## config.mk

```make
export PLATFORM = sky130hd
export DESIGN_NAME = input_event_delta_encoder
export DESIGN_NICKNAME = d
export VERILOG_FILES = /design/src/design/iede_pkg.sv /design/src/design/iede_front.sv /design/src/design/iede_queue.sv /design/src/design/iede_back.sv /design/src/design/input_event_delta_encoder.sv
export SDC_FILE = /design/constraint.sdc
export NUM_CORES = 1
export LEC_CHECK = 0
export CORE_ASPECT_RATIO = 1.75
export CORE_MARGIN = 1.5
export CORE_UTILIZATION = 50
export DETAILED_ROUTE_END_ITERATION = 10
export DONT_BUFFER_PORTS = 1
export HOLD_SLACK_MARGIN = 0.08
export SLEW_MARGIN = 15
export SYNTH_ARGS = -nofsm -noshare
export SYNTH_HDL_FRONTEND = slang
export SYNTH_SLANG_ARGS = --single-unit
```

## constraint.sdc

```tcl
create_clock -name i_clk -period 6.4 [get_ports i_clk]
set_input_delay 0.64 -clock i_clk [delete_from_list [all_inputs] [get_ports i_clk]]
set_output_delay 0.64 -clock i_clk [all_outputs]
set_load 0.05 [all_outputs]
```

## src/design/iede_pkg.sv

```systemverilog
// Shared types, constants and helper functions for the input event delta encoder.
package iede_pkg;

    // Record codes
    localparam logic [7:0] CODE_CHANGE_WIN = 8'h61;  // 'a'
    localparam logic [7:0] CODE_ZERO_MOVE  = 8'h62;  // 'b'
    localparam logic [7:0] CODE_BYTE_MOVE  = 8'h63;  // 'c'
    localparam logic [7:0] CODE_WORD_MOVE  = 8'h64;  // 'd'
    localparam logic [7:0] CODE_DELAY      = 8'h65;  // 'e'
    localparam logic [7:0] CODE_TYPE_BASE  = 8'h7A;  // 'z'
    localparam logic [7:0] MOVE_BIAS       = 8'h80;
    localparam logic [7:0] UNIT_LIMIT      = 8'd255;

    // Event type bits and timing scale
    localparam int KEY_TYPE_BIT    = 0;
    localparam int BUTTON_DOWN_BIT = 1;
    localparam int BUTTON_UP_BIT   = 2;
    localparam int TIME_SHIFT      = 17;

    // Field widths
    localparam int WIN_W   = 16;
    localparam int POS_W   = 16;
    localparam int TYPE_W  = 16;
    localparam int BYTE_W  = 8;
    localparam int TIME_W  = 32;
    localparam int IDX_W   = $clog2(TYPE_W + 1);
    localparam int TDATA_W = 96;

    // Byte slots of a record, in emission order
    localparam int NUM_SLOTS = 12;
    localparam int SLOT_W    = $clog2(NUM_SLOTS);
    localparam logic [SLOT_W-1:0] SLOT_DELAY_CODE = SLOT_W'(0);
    localparam logic [SLOT_W-1:0] SLOT_DELAY_UNIT = SLOT_W'(1);
    localparam logic [SLOT_W-1:0] SLOT_WIN_CODE   = SLOT_W'(2);
    localparam logic [SLOT_W-1:0] SLOT_WIN_LO     = SLOT_W'(3);
    localparam logic [SLOT_W-1:0] SLOT_WIN_HI     = SLOT_W'(4);
    localparam logic [SLOT_W-1:0] SLOT_MOVE_CODE  = SLOT_W'(5);
    localparam logic [SLOT_W-1:0] SLOT_MOVE_0     = SLOT_W'(6);
    localparam logic [SLOT_W-1:0] SLOT_MOVE_1     = SLOT_W'(7);
    localparam logic [SLOT_W-1:0] SLOT_MOVE_2     = SLOT_W'(8);
    localparam logic [SLOT_W-1:0] SLOT_MOVE_3     = SLOT_W'(9);
    localparam logic [SLOT_W-1:0] SLOT_TYPE       = SLOT_W'(10);
    localparam logic [SLOT_W-1:0] SLOT_TAIL       = SLOT_W'(11);

    // Descriptor queue
    localparam int QDEPTH = 2;
    localparam int QPTR_W = $clog2(QDEPTH);
    localparam int QCNT_W = $clog2(QDEPTH + 1);

    // Configuration register map
    localparam int PADDR_W = 2;
    localparam logic [PADDR_W-1:0] ADDR_TIMING = PADDR_W'(0);

    // One classified event: which slots are present and their bytes
    typedef struct packed {
        logic [NUM_SLOTS-1:0] mask;
        logic [BYTE_W-1:0]    units;
        logic [WIN_W-1:0]     win;
        logic [BYTE_W-1:0]    move_code;
        logic [4*BYTE_W-1:0]  mv;
        logic [BYTE_W-1:0]    type_code;
        logic [BYTE_W-1:0]    tail;
    } t_desc;

    // Index of the lowest set bit of the type mask, TYPE_W when none
    function automatic logic [IDX_W-1:0] lowest_type_bit(input logic [TYPE_W-1:0] v);
        logic [IDX_W-1:0] idx;
        idx = IDX_W'(TYPE_W);
        for (int i = TYPE_W - 1; i >= 0; i--) begin
            if (v[i]) begin
                idx = IDX_W'(i);
            end
        end
        return idx;
    endfunction

    // Lowest pending slot of a record
    function automatic logic [SLOT_W-1:0] lowest_slot(input logic [NUM_SLOTS-1:0] v);
        logic [SLOT_W-1:0] idx;
        idx = '0;
        for (int i = NUM_SLOTS - 1; i >= 0; i--) begin
            if (v[i]) begin
                idx = SLOT_W'(i);
            end
        end
        return idx;
    endfunction

    // Byte carried by a given slot
    function automatic logic [BYTE_W-1:0] slot_byte(input t_desc d,
                                                   input logic [SLOT_W-1:0] s);
        logic [BYTE_W-1:0] b;
        unique case (s)
            SLOT_DELAY_CODE: b = CODE_DELAY;
            SLOT_DELAY_UNIT: b = d.units;
            SLOT_WIN_CODE:   b = CODE_CHANGE_WIN;
            SLOT_WIN_LO:     b = d.win[7:0];
            SLOT_WIN_HI:     b = d.win[15:8];
            SLOT_MOVE_CODE:  b = d.move_code;
            SLOT_MOVE_0:     b = d.mv[7:0];
            SLOT_MOVE_1:     b = d.mv[15:8];
            SLOT_MOVE_2:     b = d.mv[23:16];
            SLOT_MOVE_3:     b = d.mv[31:24];
            SLOT_TYPE:       b = d.type_code;
            SLOT_TAIL:       b = d.tail;
            default:         b = '0;
        endcase
        return b;
    endfunction

endpackage

```

## src/design/iede_front.sv

```systemverilog
// Front end: holds the previous-event state and classifies each event into a descriptor.
module iede_front (
    input  logic                          i_clk,
    input  logic                          i_rst_n,
    input  logic                          i_accept,
    input  logic                          i_timing_en,
    input  logic [iede_pkg::WIN_W-1:0]    i_window_id,
    input  logic [iede_pkg::POS_W-1:0]    i_pos_x,
    input  logic [iede_pkg::POS_W-1:0]    i_pos_y,
    input  logic [iede_pkg::TYPE_W-1:0]   i_event_type,
    input  logic [iede_pkg::BYTE_W-1:0]   i_key_char,
    input  logic [iede_pkg::BYTE_W-1:0]   i_button_flags,
    input  logic [iede_pkg::TIME_W-1:0]   i_timestamp_us,
    output iede_pkg::t_desc               o_desc
);
    import iede_pkg::*;

    logic [WIN_W-1:0]  r_prev_win;
    logic [POS_W-1:0]  r_prev_x;
    logic [POS_W-1:0]  r_prev_y;
    logic [TIME_W-1:0] r_prev_time;
    logic              r_time_valid;

    logic [TIME_W-1:0]            elapsed;
    logic [TIME_W-TIME_SHIFT-1:0] unit_raw;
    logic [BYTE_W-1:0]            units;
    logic                         has_delay;
    logic                         win_change;
    logic [POS_W:0]               dx;
    logic [POS_W:0]               dy;
    logic                         still;
    logic                         byte_fit;
    logic [IDX_W-1:0]             type_idx;
    logic                         is_key;
    logic                         is_button;

    // Elapsed time in scaled units, saturated to one byte
    always_comb begin
        elapsed  = i_timestamp_us - r_prev_time;
        unit_raw = elapsed[TIME_W-1:TIME_SHIFT];
        if (unit_raw > (TIME_W-TIME_SHIFT)'(UNIT_LIMIT)) begin
            units = UNIT_LIMIT;
        end else begin
            units = unit_raw[BYTE_W-1:0];
        end
        has_delay = i_timing_en && r_time_valid && (unit_raw != '0);
    end

    // Position deltas and their encoding form
    always_comb begin
        dx         = {i_pos_x[POS_W-1], i_pos_x} - {r_prev_x[POS_W-1], r_prev_x};
        dy         = {i_pos_y[POS_W-1], i_pos_y} - {r_prev_y[POS_W-1], r_prev_y};
        still      = (dx == '0) && (dy == '0);
        // delta lies in -128..127 when its top bits are all copies of bit 7
        byte_fit   = ((dx[POS_W:7] == '0) || (dx[POS_W:7] == '1)) &&
                     ((dy[POS_W:7] == '0) || (dy[POS_W:7] == '1));
        win_change = (i_window_id != r_prev_win);
        type_idx   = lowest_type_bit(i_event_type);
        is_key     = (i_event_type == TYPE_W'(1) << KEY_TYPE_BIT);
        is_button  = (i_event_type == TYPE_W'(1) << BUTTON_DOWN_BIT) ||
                     (i_event_type == TYPE_W'(1) << BUTTON_UP_BIT);
    end

    // Descriptor assembly
    always_comb begin
        o_desc           = '0;
        o_desc.units     = units;
        o_desc.win       = i_window_id;
        o_desc.type_code = CODE_TYPE_BASE + BYTE_W'(type_idx);
        o_desc.tail      = is_key ? i_key_char : i_button_flags;

        o_desc.mask[SLOT_DELAY_CODE] = has_delay;
        o_desc.mask[SLOT_DELAY_UNIT] = has_delay;
        o_desc.mask[SLOT_WIN_CODE]   = win_change;
        o_desc.mask[SLOT_WIN_LO]     = win_change;
        o_desc.mask[SLOT_WIN_HI]     = win_change;
        o_desc.mask[SLOT_MOVE_CODE]  = 1'b1;
        o_desc.mask[SLOT_TYPE]       = 1'b1;
        o_desc.mask[SLOT_TAIL]       = is_key || is_button;

        priority if (still) begin
            o_desc.move_code = CODE_ZERO_MOVE;
        end else if (byte_fit) begin
            o_desc.move_code          = CODE_BYTE_MOVE;
            o_desc.mv[7:0]            = dx[7:0] ^ MOVE_BIAS;
            o_desc.mv[15:8]           = dy[7:0] ^ MOVE_BIAS;
            o_desc.mask[SLOT_MOVE_0]  = 1'b1;
            o_desc.mask[SLOT_MOVE_1]  = 1'b1;
        end else begin
            o_desc.move_code          = CODE_WORD_MOVE;
            o_desc.mv                 = {dy[POS_W-1:0], dx[POS_W-1:0]};
            o_desc.mask[SLOT_MOVE_0]  = 1'b1;
            o_desc.mask[SLOT_MOVE_1]  = 1'b1;
            o_desc.mask[SLOT_MOVE_2]  = 1'b1;
            o_desc.mask[SLOT_MOVE_3]  = 1'b1;
        end
    end

    // Previous-event state
    always_ff @(posedge i_clk) begin
        if (!i_rst_n) begin
            r_prev_win   <= '0;
            r_prev_x     <= '0;
            r_prev_y     <= '0;
            r_prev_time  <= '0;
            r_time_valid <= 1'b0;
        end else if (i_accept) begin
            r_prev_win <= i_window_id;
            r_prev_x   <= i_pos_x;
            r_prev_y   <= i_pos_y;
            if (i_timing_en) begin
                r_prev_time  <= i_timestamp_us;
                r_time_valid <= 1'b1;
            end
        end
    end

endmodule

```

## src/design/iede_queue.sv

```systemverilog
// Short descriptor queue between the front end and the byte serialiser.
module iede_queue (
    input  logic            i_clk,
    input  logic            i_rst_n,
    input  logic            i_push,
    input  iede_pkg::t_desc i_desc,
    input  logic            i_pop,
    output iede_pkg::t_desc o_head,
    output logic            o_full,
    output logic            o_empty
);
    import iede_pkg::*;

    t_desc             r_slot [QDEPTH];
    logic [QPTR_W-1:0] r_wr_ptr;
    logic [QPTR_W-1:0] r_rd_ptr;
    logic [QCNT_W-1:0] r_count;

    assign o_head  = r_slot[r_rd_ptr];
    assign o_full  = (r_count == QCNT_W'(QDEPTH));
    assign o_empty = (r_count == '0);

    // Pointers and fill level
    always_ff @(posedge i_clk) begin
        if (!i_rst_n) begin
            r_wr_ptr <= '0;
            r_rd_ptr <= '0;
            r_count  <= '0;
        end else begin
            if (i_push) begin
                r_wr_ptr <= (r_wr_ptr == QPTR_W'(QDEPTH - 1)) ? '0 : r_wr_ptr + 1'b1;
            end
            if (i_pop) begin
                r_rd_ptr <= (r_rd_ptr == QPTR_W'(QDEPTH - 1)) ? '0 : r_rd_ptr + 1'b1;
            end
            r_count <= r_count + QCNT_W'(i_push) - QCNT_W'(i_pop);
        end
    end

    // Entry storage
    always_ff @(posedge i_clk) begin
        if (i_push) begin
            r_slot[r_wr_ptr] <= i_desc;
        end
    end

endmodule

```

## src/design/iede_back.sv

```systemverilog
// Back end: walks each descriptor's present slots, one byte a cycle unless stalled.
module iede_back (
    input  logic                        i_clk,
    input  logic                        i_rst_n,
    input  logic                        i_empty,
    input  iede_pkg::t_desc             i_head,
    output logic                        o_pop,
    output logic                        o_m_tvalid,
    input  logic                        i_m_tready,
    output logic [iede_pkg::BYTE_W-1:0] o_m_tdata,
    output logic                        o_m_tlast
);
    import iede_pkg::*;

    t_desc                r_cur;
    logic [NUM_SLOTS-1:0] r_mask;
    logic                 r_ovalid;
    logic [BYTE_W-1:0]    r_odata;
    logic                 r_olast;

    logic                 from_q;
    t_desc                src;
    logic [NUM_SLOTS-1:0] src_mask;
    logic [NUM_SLOTS-1:0] rest;
    logic [SLOT_W-1:0]    slot;
    logic                 adv;

    // Pick the record being walked: the held one, else the queue head
    always_comb begin
        from_q   = (r_mask == '0);
        src      = from_q ? i_head : r_cur;
        src_mask = from_q ? (i_empty ? '0 : i_head.mask) : r_mask;
        rest     = src_mask & (src_mask - 1'b1);
        slot     = lowest_slot(src_mask);
        adv      = !r_ovalid || i_m_tready;
        o_pop    = adv && from_q && !i_empty;
    end

    // Control: pending slots and output valid
    always_ff @(posedge i_clk) begin
        if (!i_rst_n) begin
            r_mask   <= '0;
            r_ovalid <= 1'b0;
        end else if (adv) begin
            r_ovalid <= (src_mask != '0);
            r_mask   <= rest;
        end
    end

    // Payload: output word and held descriptor
    always_ff @(posedge i_clk) begin
        if (adv) begin
            r_odata <= slot_byte(src, slot);
            r_olast <= (rest == '0);
            if (o_pop) begin
                r_cur <= i_head;
            end
        end
    end

    assign o_m_tvalid = r_ovalid;
    assign o_m_tdata  = r_odata;
    assign o_m_tlast  = r_olast;

endmodule

```

## src/design/input_event_delta_encoder.sv

```systemverilog
// Top level of the input event delta encoder: stream ports, configuration register, datapath.
// Each accepted event word becomes a record of 2 to 12 bytes on the master stream, one byte
// per cycle while the receiver is ready, tlast on the final byte. The front end classifies
// an event in the cycle it is accepted and may take a new one every cycle while the two-entry
// descriptor queue has room; sustained throughput is set by the byte serialiser. Records
// follow each other back to back while the queue holds a descriptor and the receiver is ready.
// The timing_enable register sits at byte address 0 and resets to 1.
module input_event_delta_encoder (
    input  logic                          i_clk,
    input  logic                          i_rst_n,
    // configuration port
    input  logic                          i_psel,
    input  logic                          i_penable,
    input  logic                          i_pwrite,
    input  logic [iede_pkg::PADDR_W-1:0]  i_paddr,
    input  logic [31:0]                   i_pwdata,
    output logic [31:0]                   o_prdata,
    output logic                          o_pready,
    // event input
    input  logic                          i_s_tvalid,
    output logic                          o_s_tready,
    // window_id[15:0], pos_x[31:16], pos_y[47:32], key_char[55:48],
    // button_flags[63:56], timestamp_us[95:64]
    input  logic [iede_pkg::TDATA_W-1:0]  i_s_tdata,
    // event_type[15:0]
    input  logic [iede_pkg::TYPE_W-1:0]   i_s_tuser,
    // record output
    output logic                          o_m_tvalid,
    input  logic                          i_m_tready,
    // out_byte[7:0]
    output logic [iede_pkg::BYTE_W-1:0]   o_m_tdata,
    output logic                          o_m_tlast
);
    import iede_pkg::*;

    logic  r_timing_en;
    logic  accept;
    logic  q_full;
    logic  q_empty;
    logic  q_pop;
    t_desc new_desc;
    t_desc head_desc;

    // Configuration register
    always_ff @(posedge i_clk) begin
        if (!i_rst_n) begin
            r_timing_en <= 1'b1;
        end else if (i_psel && i_penable && i_pwrite && (i_paddr == ADDR_TIMING)) begin
            r_timing_en <= i_pwdata[0];
        end
    end

    assign o_pready   = 1'b1;
    assign o_prdata   = (i_paddr == ADDR_TIMING) ? {31'b0, r_timing_en} : '0;
    assign o_s_tready = !q_full;
    assign accept     = i_s_tvalid && !q_full;

    iede_front u_front (
        .i_clk          (i_clk),
        .i_rst_n        (i_rst_n),
        .i_accept       (accept),
        .i_timing_en    (r_timing_en),
        .i_window_id    (i_s_tdata[15:0]),
        .i_pos_x        (i_s_tdata[31:16]),
        .i_pos_y        (i_s_tdata[47:32]),
        .i_event_type   (i_s_tuser),
        .i_key_char     (i_s_tdata[55:48]),
        .i_button_flags (i_s_tdata[63:56]),
        .i_timestamp_us (i_s_tdata[95:64]),
        .o_desc         (new_desc)
    );

    iede_queue u_queue (
        .i_clk   (i_clk),
        .i_rst_n (i_rst_n),
        .i_push  (accept),
        .i_desc  (new_desc),
        .i_pop   (q_pop),
        .o_head  (head_desc),
        .o_full  (q_full),
        .o_empty (q_empty)
    );

    iede_back u_back (
        .i_clk      (i_clk),
        .i_rst_n    (i_rst_n),
        .i_empty    (q_empty),
        .i_head     (head_desc),
        .o_pop      (q_pop),
        .o_m_tvalid (o_m_tvalid),
        .i_m_tready (i_m_tready),
        .o_m_tdata  (o_m_tdata),
        .o_m_tlast  (o_m_tlast)
    );

endmodule

```

==> out/qor.yml, run 1 <==
run_status:
  status: "complete, no violations"
clock_tree:
  cts-root-buf: "clkbuf_16"
  cts_hold_buf: 0
  cts_buffer_depth: 3
  clk_pin_slew_ps: 70
  cts_tree: "done"
  clkLatencyLatePin_ps: 580
  cts_resized: 0
  cts_made_buffers: 31
  postCtsSetupRepairBufs: 0
  clock_sinks: 341
  htree_levels: 1
critical_path:
  critPathMostFrequentCell: "nor2_1"
  r2r_start: "u_back.r_mask[1]$_SDFFE_PN0P_"
  critPathMaxStageDelay_ps: 930
  cp_slowest_cell: "a2111oi_0"
  startpoint_type: "register"
  crit_arrival_ps: 4450
  crit_fanout: 16
  crit_family: "compound AO/OA/AOI/OAI gates"
  r2r-end: "u_back.o_m_tdata[5]$_SDFFCE_PN0P_"
  cp_cell_sequence: "or3_1 -> nor4_4 -> nor2_1 -> a21o_1 -> a21oi_4 -> nor2_1 -> a2111oi_0 -> o211ai_1"
  crit_buf_inv: 0
  cp-end-kind: "register"
  cp.required_ps: 6670
  worst-r2r-cell-count: 8
  crit_type: "reg2reg"
  reg2reg_slack_ps: 2210
synthesis:
  synth_edf_count: 242
  seq_area_frac_synth: 0.519
  synth_ff_type: "edfxtp_1"
  synth_area_mm2: 0.0178
  synth.most_common_cell: "nand2_1"
  synth-seq-cells: 341
  ys_types: 93
  synth_commonest_cells: "248 x nand2_1, 242 x edfxtp_1, 99 x dfxtp_1"
  yosysTopAreaCell: "edfxtp_1"
  yosys_warnings: 0
  yosys-top-cells-area: "edfxtp_1 41%, dfxtp_1 11%, mux2_2 5.9%"
  avgSynthCellArea_um2: 10.9
  synth_top_cell_area_share: 0.408
  async_reset_ff_frac: 0
  syn_inst: 1634
hold_path:
  min_from: "i_rst_n"
  hold_class: "in2reg"
  min_path_cells: 1
  min_to: "r_timing_en$_SDFFE_PN1P_"
power:
  powerDensity_mw_per_mm2: 482
  power_leakage_uw: 0.00679
  report.power.total_uw: 9230
  worst_ir_drop_vdd_mv: 0.314
timing:
  post-route-min-period_ps: 4190
  rsz0062_at_grt: "false"
  tns_ps: 0
  setup_viol: 0
  slew_headroom: 0.301
  hold_viol_final: 0
  fmax_ghz: 0.239
  clock_skew_ps: 7.42
  fin_crit_sh: 0.654
  tightest_slew_ps: 1020
  drv_slew: 0
routing:
  vias_per_cell: 5.65
  via_count: 11900
  first_pass_iters: 5
  drc: 0
  wl_per_cell_um: 18.9
  wirelength_um: 39800
  drtIter0Drc: 494
  drtAntennaViolNets: 0
floorplan:
  die-area_mm2: 0.0368
  initial_utilization: 0.507
  pin_count: 197
  fp-row-count: 91
  core_mm2: 0.0352
  die_y_um: 253
  fp.dieW_um: 146
global_route:
  antenna_found_initial: 0
  grt_pass1_vias: 11900
  grt_pass1_wl_um: 62100
  grt_usage: 0.214
  grt_overflow: 0
  grt_max_degree: 100
layout:
  drive_gt1_frac: 0.116
  fillers: 3080
  multi_input_area_mm2: 0.00786
  area_growth_pct: 7.52
  final_util: 0.545
  nets: 1836
  seqCellArea_mm2: 0.00925
  final_cells: 2105
  num_antenna_cells: 0
flow_run:
  cap_violations: 0
placed_design:
  routabilityCongestion: 0.908
  port-buffer-count: 0
  placed_cells: 2048
  dpl.hpwl_um: 28800
cell usage in the layout (no fill, tap or decap), types with 10 or more instances in the layout:
cell,synthesis,final
o21a_1,10,10
mux2i_1,34,34
a21oi_1,61,61
and2_1,15,15
inv_1,93,92
edfxtp_1,242,242
nand3_1,23,23
xnor2_1,32,32
nor3_1,15,15
and3_1,12,11
o21ai_0,46,46
nand2b_1,14,14
xor2_1,31,31
buf_4,35,11
a21boi_0,87,87
ha_1,65,65
clkbuf_1,45,10
nand2_1,248,246
nand4_1,17,17
a21o_1,13,13
mux2_2,93,93
o211ai_1,19,19
nor2_1,87,85
conb_1,2,32
nor2b_1,10,10
dfxtp_1,99,98
nor4_1,10,10
clkbuf_16,0,31
a211oi_1,17,17
kinds of logic (layout without fill, tap and decap cells):
| group | after synthesis | in the layout | share of synthesized area |
|---|---|---|---|
| multiplexers | 129 | 129 | 0.0797 |
| AND/OR/NAND/NOR | 490 | 490 | 0.130 |
| XOR/XNOR | 64 | 64 | 0.0319 |
| adder cells (fa/ha/maj) | 70 | 70 | 0.0496 |
| AO/OA/AOI/OAI | 352 | 352 | 0.142 |
| flip-flops | 341 | 341 | 0.519 |
| buffers and inverters | 186 | 162 | 0.0477 |
| other | 2 | 32 | 0.000421 |
cell type report:
cell class                 count  area share
clock buffer                  42      0.0432
tap                          465      0.0304
clock inverter                15      0.0106
timing repair buffer          11     0.00431
sequential                   341       0.483
inverter                      94      0.0185
multi-input combinational   1137       0.410
where the power goes:
part / switching (uW) / leakage, uW / internal, uW
clock network: 814 / 0.000484 / 1070
registers: 325 / 0.00301 / 3100
logic: 2520 / 0.00329 / 1390
total: 3660 / 0.00679 / 5570
flip-flops by register name, indices dropped and copies added (netlist names), named ones only:
name / count
u_back.o_m_tdata: 8
u_back.r_cur: 75
u_queue.r_wr_ptr: 1
u_front.r_prev_time: 32
u_queue.r_rd_ptr: 1
u_front.r_prev_win: 16
u_front.r_prev_y: 16
u_queue.r_count: 2
r_timing_en: 1
u_queue.r_slot: 158
u_back.o_m_tvalid: 1
u_front.r_time_valid: 1
u_front.r_prev_x: 16
u_back.o_m_tlast: 1
u_back.r_mask: 11
through the flow:
stage / hold slack [ps] / area (um^2) / setup slack [ps]
2_1_floorplan: 439 / 17900 / 1370
3_3_place_gp: 446 / 18100 / 2220
3_5_place_dp: 454 / 18100 / 2170
4_1_cts: 102 / 19200 / 2210
5_1_grt: 108 / 19200 / 2120
6_report: 127 / 19200 / 2210
routing by layer:
layer	vias up	global-route usage	routed length (um)
met5	-	0	0
met4	0	0.0889	1520
met3	79	0.0403	2150
met2	299	0.404	20900
met1	5669	0.232	15200
li1	5841	-	-
worst max-delay path by stage:
stage	startpoint	endpoint	depth (start not counted)
after global placement	i_s_tdata[32]	u_queue.r_slot[0][24]$_DFFE_PP_	14
after floorplan	u_queue.r_count[0]$_SDFF_PN0_	u_queue.r_slot[0][0]$_DFFE_PP_	5
after global routing	u_back.r_mask[1]$_SDFFE_PN0P_	u_back.o_m_tdata[5]$_SDFFCE_PN0P_	8
after detailed placement	i_s_tdata[32]	u_queue.r_slot[1][24]$_DFFE_PP_	14
final	u_back.r_mask[1]$_SDFFE_PN0P_	u_back.o_m_tdata[5]$_SDFFCE_PN0P_	8
after CTS	u_back.r_mask[1]$_SDFFE_PN0P_	u_back.o_m_tdata[5]$_SDFFCE_PN0P_	8
Power figures use the tool's default switching activity.
==> inputs of run 2 (changes only) <==
PLACE_DENSITY = 0.68   (was not set)
clock period = 3.7 ns   (was 6.4 ns; I/O delays follow)
==> out/qor.yml, run 2 (same netlist as run 1, synthesis figures left out) <==
power:
  switching_power_uw: 6520  # was 3660 uW
  power_leakage_uw: 0.00746  # was 0.00679 uW
  p_int_uw: 10300  # was 5570 uW
  p_sw_frac: 0.388  # was 0.397
  powerDensity_mw_per_mm2: 815  # was 482 mW/mm^2
  p_comb_frac: 0.435  # was 0.424
  clockPowerShare: 0.214  # was 0.204
  worst_ir_drop_vdd_mv: 0.549  # was 0.314 mV
  pwr-share-seq: 0.351  # was 0.371
floorplan:
  die-area_mm2: 0.0368  # unchanged
  initial_utilization: 0.507  # unchanged
  die_y_um: 253  # unchanged
  fp.dieW_um: 146  # unchanged
  pin_count: 197  # unchanged
  core_mm2: 0.0352  # unchanged
  fp-row-count: 91  # unchanged
timing:
  layout_setup_ws_ps: 144  # was 2210 ps
  slew_headroom: 0.299  # was 0.301
  fmax_ghz: 0.281  # was 0.239 GHz
  hold_viol_final: 0  # unchanged
  setup_viol: 0  # unchanged
  rsz0062_at_grt: "false"  # unchanged
  fin_crit_sh: 0.961  # was 0.654
  tns_ps: 0  # unchanged
  drv_slew: 0  # unchanged
  tightest_slew_ps: 1040  # was 1020 ps
  post-route-min-period_ps: 3560  # was 4190 ps
  clock_skew_ps: 22.4  # was 7.42 ps
critical_path:
  crit_type: "reg2reg"  # unchanged
  reg2reg_slack_ps: 140  # was 2210 ps
  crit_arrival_ps: 3840  # was 4450 ps
  crit_path_start: "u_front.r_prev_x[1]$_SDFFE_PN0P_"  # was u_back.r_mask[1]$_SDFFE_PN0P_
  crit_fanout: 7  # was 16
  r2r_start: "u_front.r_prev_x[1]$_SDFFE_PN0P_"  # was u_back.r_mask[1]$_SDFFE_PN0P_
  cp-end-kind: "register"  # unchanged
  startpoint_type: "register"  # unchanged
  cp.required_ps: 3990  # was 6670 ps
  worst-r2r-cell-count: 12  # was 8
  r2r-end: "u_queue.r_slot[0][29]$_DFFE_PP_"  # was u_back.o_m_tdata[5]$_SDFFCE_PN0P_
layout:
  num_antenna_cells: 0  # unchanged
  nets: 1970  # was 1836
  drive_gt1_frac: 0.135  # was 0.116
  largest_reg_flops: 158  # unchanged
  area_growth_pct: 15.7  # was 7.52%
  largest_registers: "u_queue.r_slot x158, u_back.r_cur x75, u_front.r_prev_time x32"  # unchanged
  final_common_cell: "nand2_1"  # unchanged
  top_register: "u_queue.r_slot"  # unchanged
  layout_common_cells: "247 x nand2_1, 242 x edfxtp_1, 97 x dfxtp_1"  # was 246 x nand2_1, 242 x edfxtp_1, 98 x dfxtp_1
global_route:
  grt_overflow: 0  # unchanged
  grt_usage: 0.227  # was 0.214
  grt_max_degree: 100  # unchanged
  grt_pass1_vias: 12700  # was 11900
  grt_pass1_wl_um: 65900  # was 62100 um
  antenna_found_initial: 0  # unchanged
placed_design:
  port-buffer-count: 0  # unchanged
  routabilityCongestion: 0.929  # was 0.908
  post-place-ws_ps: -118  # was 2170 ps
  dpl.hpwl_um: 29800  # was 28800 um
routing:
  wirelength_um: 41700  # was 39800 um
  first_pass_iters: 5  # unchanged
  met1_length_um: 15600  # was 15200 um
  top_layer_used: "met4"  # unchanged
  drc: 0  # unchanged
  drtIter0Drc: 688  # was 494
  vias_per_cell: 5.57  # was 5.65
  wl_met2_um: 22800  # was 20900 um
  wl_per_cell_um: 18.6  # was 18.9 um
  via_count: 12500  # was 11900
  drtAntennaViolNets: 0  # unchanged
  dr_wl_met3_um: 1640  # was 2150 um
clock_tree:
  cts_tree: "done"  # unchanged
  clk_pin_slew_ps: 60  # was 70 ps
  clock_sinks: 341  # unchanged
  cts_buffer_depth: 3  # unchanged
  htree_levels: 2  # was 1
  clkLatencyLatePin_ps: 530  # was 580 ps
  cts-root-buf: "clkbuf_16"  # unchanged
  cts_made_buffers: 34  # was 31
hold_path:
  hold_class: "in2reg"  # unchanged
  min_to: "u_queue.r_slot[1][84]$_DFFE_PP_"  # was r_timing_en$_SDFFE_PN1P_
  min_from: "i_s_tuser[3]"  # was i_rst_n
  min_path_cells: 1  # unchanged
run_status:
  status: "complete, no violations"  # unchanged
flow_run:
  cap_violations: 0  # unchanged
==> run 2: how the worst max path moves through the flow <==
stage | end | slack [ps]
CTS | u_back.o_m_tdata[5]$_SDFFCE_PN0P_ | 20
finish | u_queue.r_slot[0][29]$_DFFE_PP_ | 140
detailed placement | u_back.o_m_tdata[5]$_SDFFCE_PN0P_ | -120
floorplan | u_queue.r_slot[0][0]$_DFFE_PP_ | 10
global placement | u_back.o_m_tdata[5]$_SDFFCE_PN0P_ | -130
global route | u_queue.r_slot[0][29]$_DFFE_PP_ | 5
==> run 2: stage by stage <==
step / total power (uW) / cell area, um^2 / hold WS [ps] / std cells / utilization
4_1_cts: 16900 / 20600 / 94.6 / 2239 / 0.585
3_5_place_dp: 13100 / 18400 / 454 / 2081 / 0.523
5_1_grt: 17700 / 20600 / 93.7 / 2240 / 0.586
6_report: 16800 / 20600 / 107 / 2240 / 0.586
2_1_floorplan: 10900 / 17900 / 439 / 1664 / -
3_3_place_gp: 13000 / 18400 / 447 / 2081 / 0.523
==> run 2: layer usage <==
layer	global-route usage	vias up
met5	0	-
met4	0.102	0
met3	0.0325	98
met2	0.436	317
met1	0.242	5957
li1	-	6110
==> run 2: power groups by stage <==
| stage | clock network (uW) | registers (uW) | logic [uW] |
|---|---|---|---|
| CTS | 3680 | 5910 | 7270 |
| detailed placement | 0 | 5980 | 7110 |
| finish | 3600 | 5900 | 7310 |
| floorplan | 0 | 5840 | 5080 |
| global route | 3810 | 5990 | 7910 |
| global placement | 0 | 5940 | 7040 |
==> run 2: repair_timing <==
item                                   4_1_cts  5_1_grt
setup endpoints to repair                    1       53
pin swaps                                    0        3
endpoints found under the hold margin      143        0
hold buffers                                97        0
gates resized for setup                      2       10
setup buffers                                0        1
==> run 2: final cells by class <==
class                           count  area [um^2]
Clock inverter                     16          180
Timing Repair Buffer              142         1350
Tap cell                          465          582
Fill cell                        2919        14600
Multi-Input combinational cell   1137         7910
Inverter                           94          355
Sequential cell                   341         9250
Clock buffer                       45          996
==> run 2: critical path: stages (launching register included) <==
cell      delay, ps
dfxtp_2         350
inv_1            50
ha_1            260
nor2b_4         130
o2111a_2        280
or4_4           490
a41o_4          310
o31ai_4         200
xor2_2          150
buf_4           170
nor4b_4         390
nor2_2          150
o32ai_1         400
==> inputs of run 3 (changes only) <==
ABC_AREA = 1   (was not set)
==> out/qor.yml, run 3 <==
run_status:
  status: "complete, no violations"  # unchanged
placed_design:
  port-buffer-count: 0  # unchanged
  dpl.hpwl_um: 33300  # was 29800 um
  routabilityCongestion: 0.888  # was 0.929
timing:
  fmax_ghz: 0.313  # was 0.281 GHz
  tns_ps: 0  # unchanged
  drv_slew: 0  # unchanged
  fin_hold_ws_ps: 124  # was 107 ps
  slew_headroom: 0.358  # was 0.299
  setup_viol: 0  # unchanged
  clock_skew_ps: 15.3  # was 22.4 ps
  post-route-min-period_ps: 3190  # was 3560 ps
  hold_viol_final: 0  # unchanged
  rsz0062_at_grt: "false"  # unchanged
  tightest_slew_ps: 960  # was 1040 ps
  fin_crit_sh: 0.863  # was 0.961
layout:
  largest_reg_flops: 158  # unchanged
  seqCellArea_mm2: 0.00925  # about the same
  top_register: "u_queue.r_slot"  # unchanged
  multi_input_area_mm2: 0.00811  # was 0.00791 mm^2
  area_growth_pct: 13.5  # was 15.7%
  final_common_cell: "nand2_1"  # unchanged
  fillers: 3292  # was 2919
  layout_common_cells: "520 x nand2_1, 242 x edfxtp_1, 232 x inv_1"  # was 247 x nand2_1, 242 x edfxtp_1, 97 x dfxtp_1
  nets: 2504  # was 1970
  drive_gt1_frac: 0.0671  # was 0.135
  largest_registers: "u_queue.r_slot x158, u_back.r_cur x75, u_front.r_prev_time x32"  # unchanged
global_route:
  grt_usage: 0.241  # was 0.227
  antenna_found_initial: 1  # was 0
  grt_max_degree: 138  # was 100
  top_usage_layer: "met2"  # unchanged
  met3_usage: 0.0280  # was 0.0325
  gr-usage-met2: 0.455  # was 0.436
  grt_pass1_wl_um: 73700  # was 65900 um
  grtUsageMet1: 0.270  # was 0.242
  grt_pass1_vias: 14700  # was 12700
  grt_overflow: 0  # unchanged
clock_tree:
  cts_buffer_depth: 3  # unchanged
  postCtsSetupRepairBufs: 0  # unchanged
  clk_pin_slew_ps: 70  # was 60 ps
  cts-root-buf: "clkbuf_16"  # unchanged
  htree_levels: 1  # was 2
  cts_made_buffers: 31  # was 34
  clkLatencyLatePin_ps: 590  # was 530 ps
  cts_resized: 0  # was 2
  cts_tree: "done"  # unchanged
  clock_sinks: 341  # unchanged
synthesis:
  yosys_warnings: 0  # unchanged
  synth.most_common_cell: "nand2_1"  # unchanged
  avgSynthCellArea_um2: 8.50  # was 10.9 um^2
  synth-seq-cells: 341  # unchanged
  synth_area_mm2: 0.0187  # was 0.0178 mm^2
  async_reset_ff_frac: 0  # unchanged
  synth_ff_type: "edfxtp_1"  # unchanged
  synth_commonest_cells: "522 x nand2_1, 242 x edfxtp_1, 232 x inv_1"  # was 248 x nand2_1, 242 x edfxtp_1, 99 x dfxtp_1
  yosysTopAreaCell: "edfxtp_1"  # unchanged
  syn_inst: 2198  # was 1634
  yosys-top-cells-area: "edfxtp_1 39%, dfxtp_1 11%, nand2_1 10%"  # was edfxtp_1 41%, dfxtp_1 11%, mux2_2 5.9%
  seq_area_frac_synth: 0.495  # was 0.519
  synth_top_cell_area_share: 0.389  # was 0.408
  ys_types: 63  # was 93
  synth_edf_count: 242  # unchanged
hold_path:
  min_from: "i_m_tready"  # was i_s_tuser[3]
  min_to: "u_back.r_mask[1]$_SDFFE_PN0P_"  # was u_queue.r_slot[1][84]$_DFFE_PP_
  hold_class: "in2reg"  # unchanged
  min_path_cells: 4  # was 1
power:
  powerDensity_mw_per_mm2: 850  # was 815 mW/mm^2
  report.power.total_uw: 18000  # was 16800 uW
  worst_ir_drop_vdd_mv: 1.02  # was 0.549 mV
  power_leakage_uw: 0.00876  # was 0.00746 uW
routing:
  vias_per_cell: 5.38  # was 5.57
  wirelength_um: 46900  # was 41700 um
  drtAntennaViolNets: 0  # unchanged
  first_pass_iters: 7  # was 5
  drc: 0  # unchanged
  via_count: 15000  # was 12500
  wl_per_cell_um: 16.8  # was 18.6 um
  drtIter0Drc: 850  # was 688
floorplan:
  die-area_mm2: 0.0386  # was 0.0368 mm^2
  initial_utilization: 0.508  # was 0.507
  die_y_um: 259  # was 253 um
  pin_count: 197  # unchanged
  fp.dieW_um: 149  # was 146 um
  core_mm2: 0.0368  # was 0.0352 mm^2
  fp-row-count: 93  # was 91
critical_path:
  crit_buf_inv: 4  # was 2
  cp_slowest_cell: "dlygate4sd3_1"  # was or4_4
  cp-end-kind: "register"  # unchanged
  crit_arrival_ps: 3540  # was 3840 ps
  startpoint_type: "input pin"  # was register
  r2r-end: "u_queue.r_slot[1][29]$_DFFE_PP_"  # was u_queue.r_slot[0][29]$_DFFE_PP_
  reg2reg_slack_ps: 590  # was 140 ps
  worst-r2r-cell-count: 16  # was 12
  critPathMaxStageDelay_ps: 540  # was 490 ps
  r2r_start: "u_front.r_prev_x[0]$_SDFFE_PN0P_"  # was u_front.r_prev_x[1]$_SDFFE_PN0P_
  crit_family: "simple AND/OR/NAND/NOR gates"  # was compound AO/OA/AOI/OAI gates
  cp.required_ps: 4040  # was 3990 ps
  cp_cell_sequence: "dlygate4sd3_1 -> inv_1 -> ha_1 -> fa_1 -> nand3b_1 -> nand2_1 -> nand3_1 -> nand2_1 -> nand3_1 -> nand2_1 -> xor2_1 -> and2_1 -> nand3_1 -> nand2_2 -> nand2_4 -> buf_4 -> o21ai_2 -> inv_1"  # was inv_1 -> ha_1 -> nor2b_4 -> o2111a_2 -> or4_4 -> a41o_4 -> o31ai_4 -> xor2_2 -> buf_4 -> nor4b_4 -> nor2_2 -> o32ai_1
  crit_fanout: 14  # was 7
  crit_type: "in2reg"  # was reg2reg
flow_run:
  cap_violations: 0  # unchanged
==> run 3: kinds of logic after synthesis <==
kind of cell,count (synthesis),share of synthesized area
AND/OR/NAND/NOR,956,0.221
AO/OA/AOI/OAI,425,0.128
buffers and inverters,344,0.0787
flip-flops,341,0.495
adder cells (fa/ha/maj),67,0.0457
XOR/XNOR,54,0.0257
multiplexers,9,0.00536
other,2,0.000402
==> run 3: worst reg2reg max path, stage by stage, from the launching register on <==
cell      delay [ps]
dfxtp_1          320
ha_1             220
fa_1             410
nand3b_1         170
nand2_1          140
nand3_1           90
nand2_1          150
nand3_1           90
nand2_1           80
xor2_1           240
and2_1           170
nand3_1          150
nand2_2          150
nand2_4           90
buf_4            200
o21ai_2          120
inv_1             60
==> run 3: worst max-delay path by stage <==
stage | end | from | slack (ps) | cells after the start
after floorplan | u_queue.r_slot[0][0]$_DFFE_PP_ | u_queue.r_count[0]$_SDFF_PN0_ | 30 | 5
after global placement | u_queue.r_slot[0][26]$_DFFE_PP_ | i_s_tdata[32] | 520 | 18
final | u_queue.r_slot[1][29]$_DFFE_PP_ | i_s_tdata[16] | 510 | 18
after detailed placement | u_queue.r_slot[1][29]$_DFFE_PP_ | i_s_tdata[16] | 490 | 17
after global routing | u_queue.r_slot[1][31]$_DFFE_PP_ | i_s_tdata[32] | 240 | 20
after CTS | u_queue.r_slot[0][81]$_DFFE_PP_ | i_s_tdata[32] | 560 | 14
==> run 3: layout make-up <==
cell class              instances  share of cell area
well taps                     475              0.0280
clock buffers                  37              0.0386
clock inverters                21              0.0125
diodes                          1            0.000118
multi-input cells            1543               0.383
repair buffers                125              0.0587
inverters                     242              0.0431
flip-flops and latches        341               0.436
==> run 3: per-stage QoR <==
stage	utilization	cell area [um^2]	std cells	setup slack, ps
floorplan	-	18800	2228	26.3
global placement	0.519	19100	2626	523
detailed placement	0.519	19100	2626	493
finish	0.576	21200	2785	509
global route	0.576	21200	2785	236
CTS	0.576	21200	2784	556
==> run 3: repair_timing <==
item / CTS / global route
hold buffers: 100 / 0
endpoints found under the hold margin: 149 / 0
endpoints found under the setup margin: 0 / 0
==> run 3: layer usage <==
layer	share of wire	routed length, um
met1	0.39	18100
met2	0.53	24700
met3	0.048	2260
met4	0.038	1800
met5	0	0
==> run 3: power by group <==
| group | leakage [uW] | total [uW] | internal, uW | switching (uW) |
|---|---|---|---|---|
| clock network | 0.000528 | 3400 | 1950 | 1450 |
| registers | 0.00299 | 5730 | 5280 | 447 |
| logic | 0.00525 | 8880 | 2600 | 6280 |
| total | 0.00876 | 18000 | 9830 | 8180 |
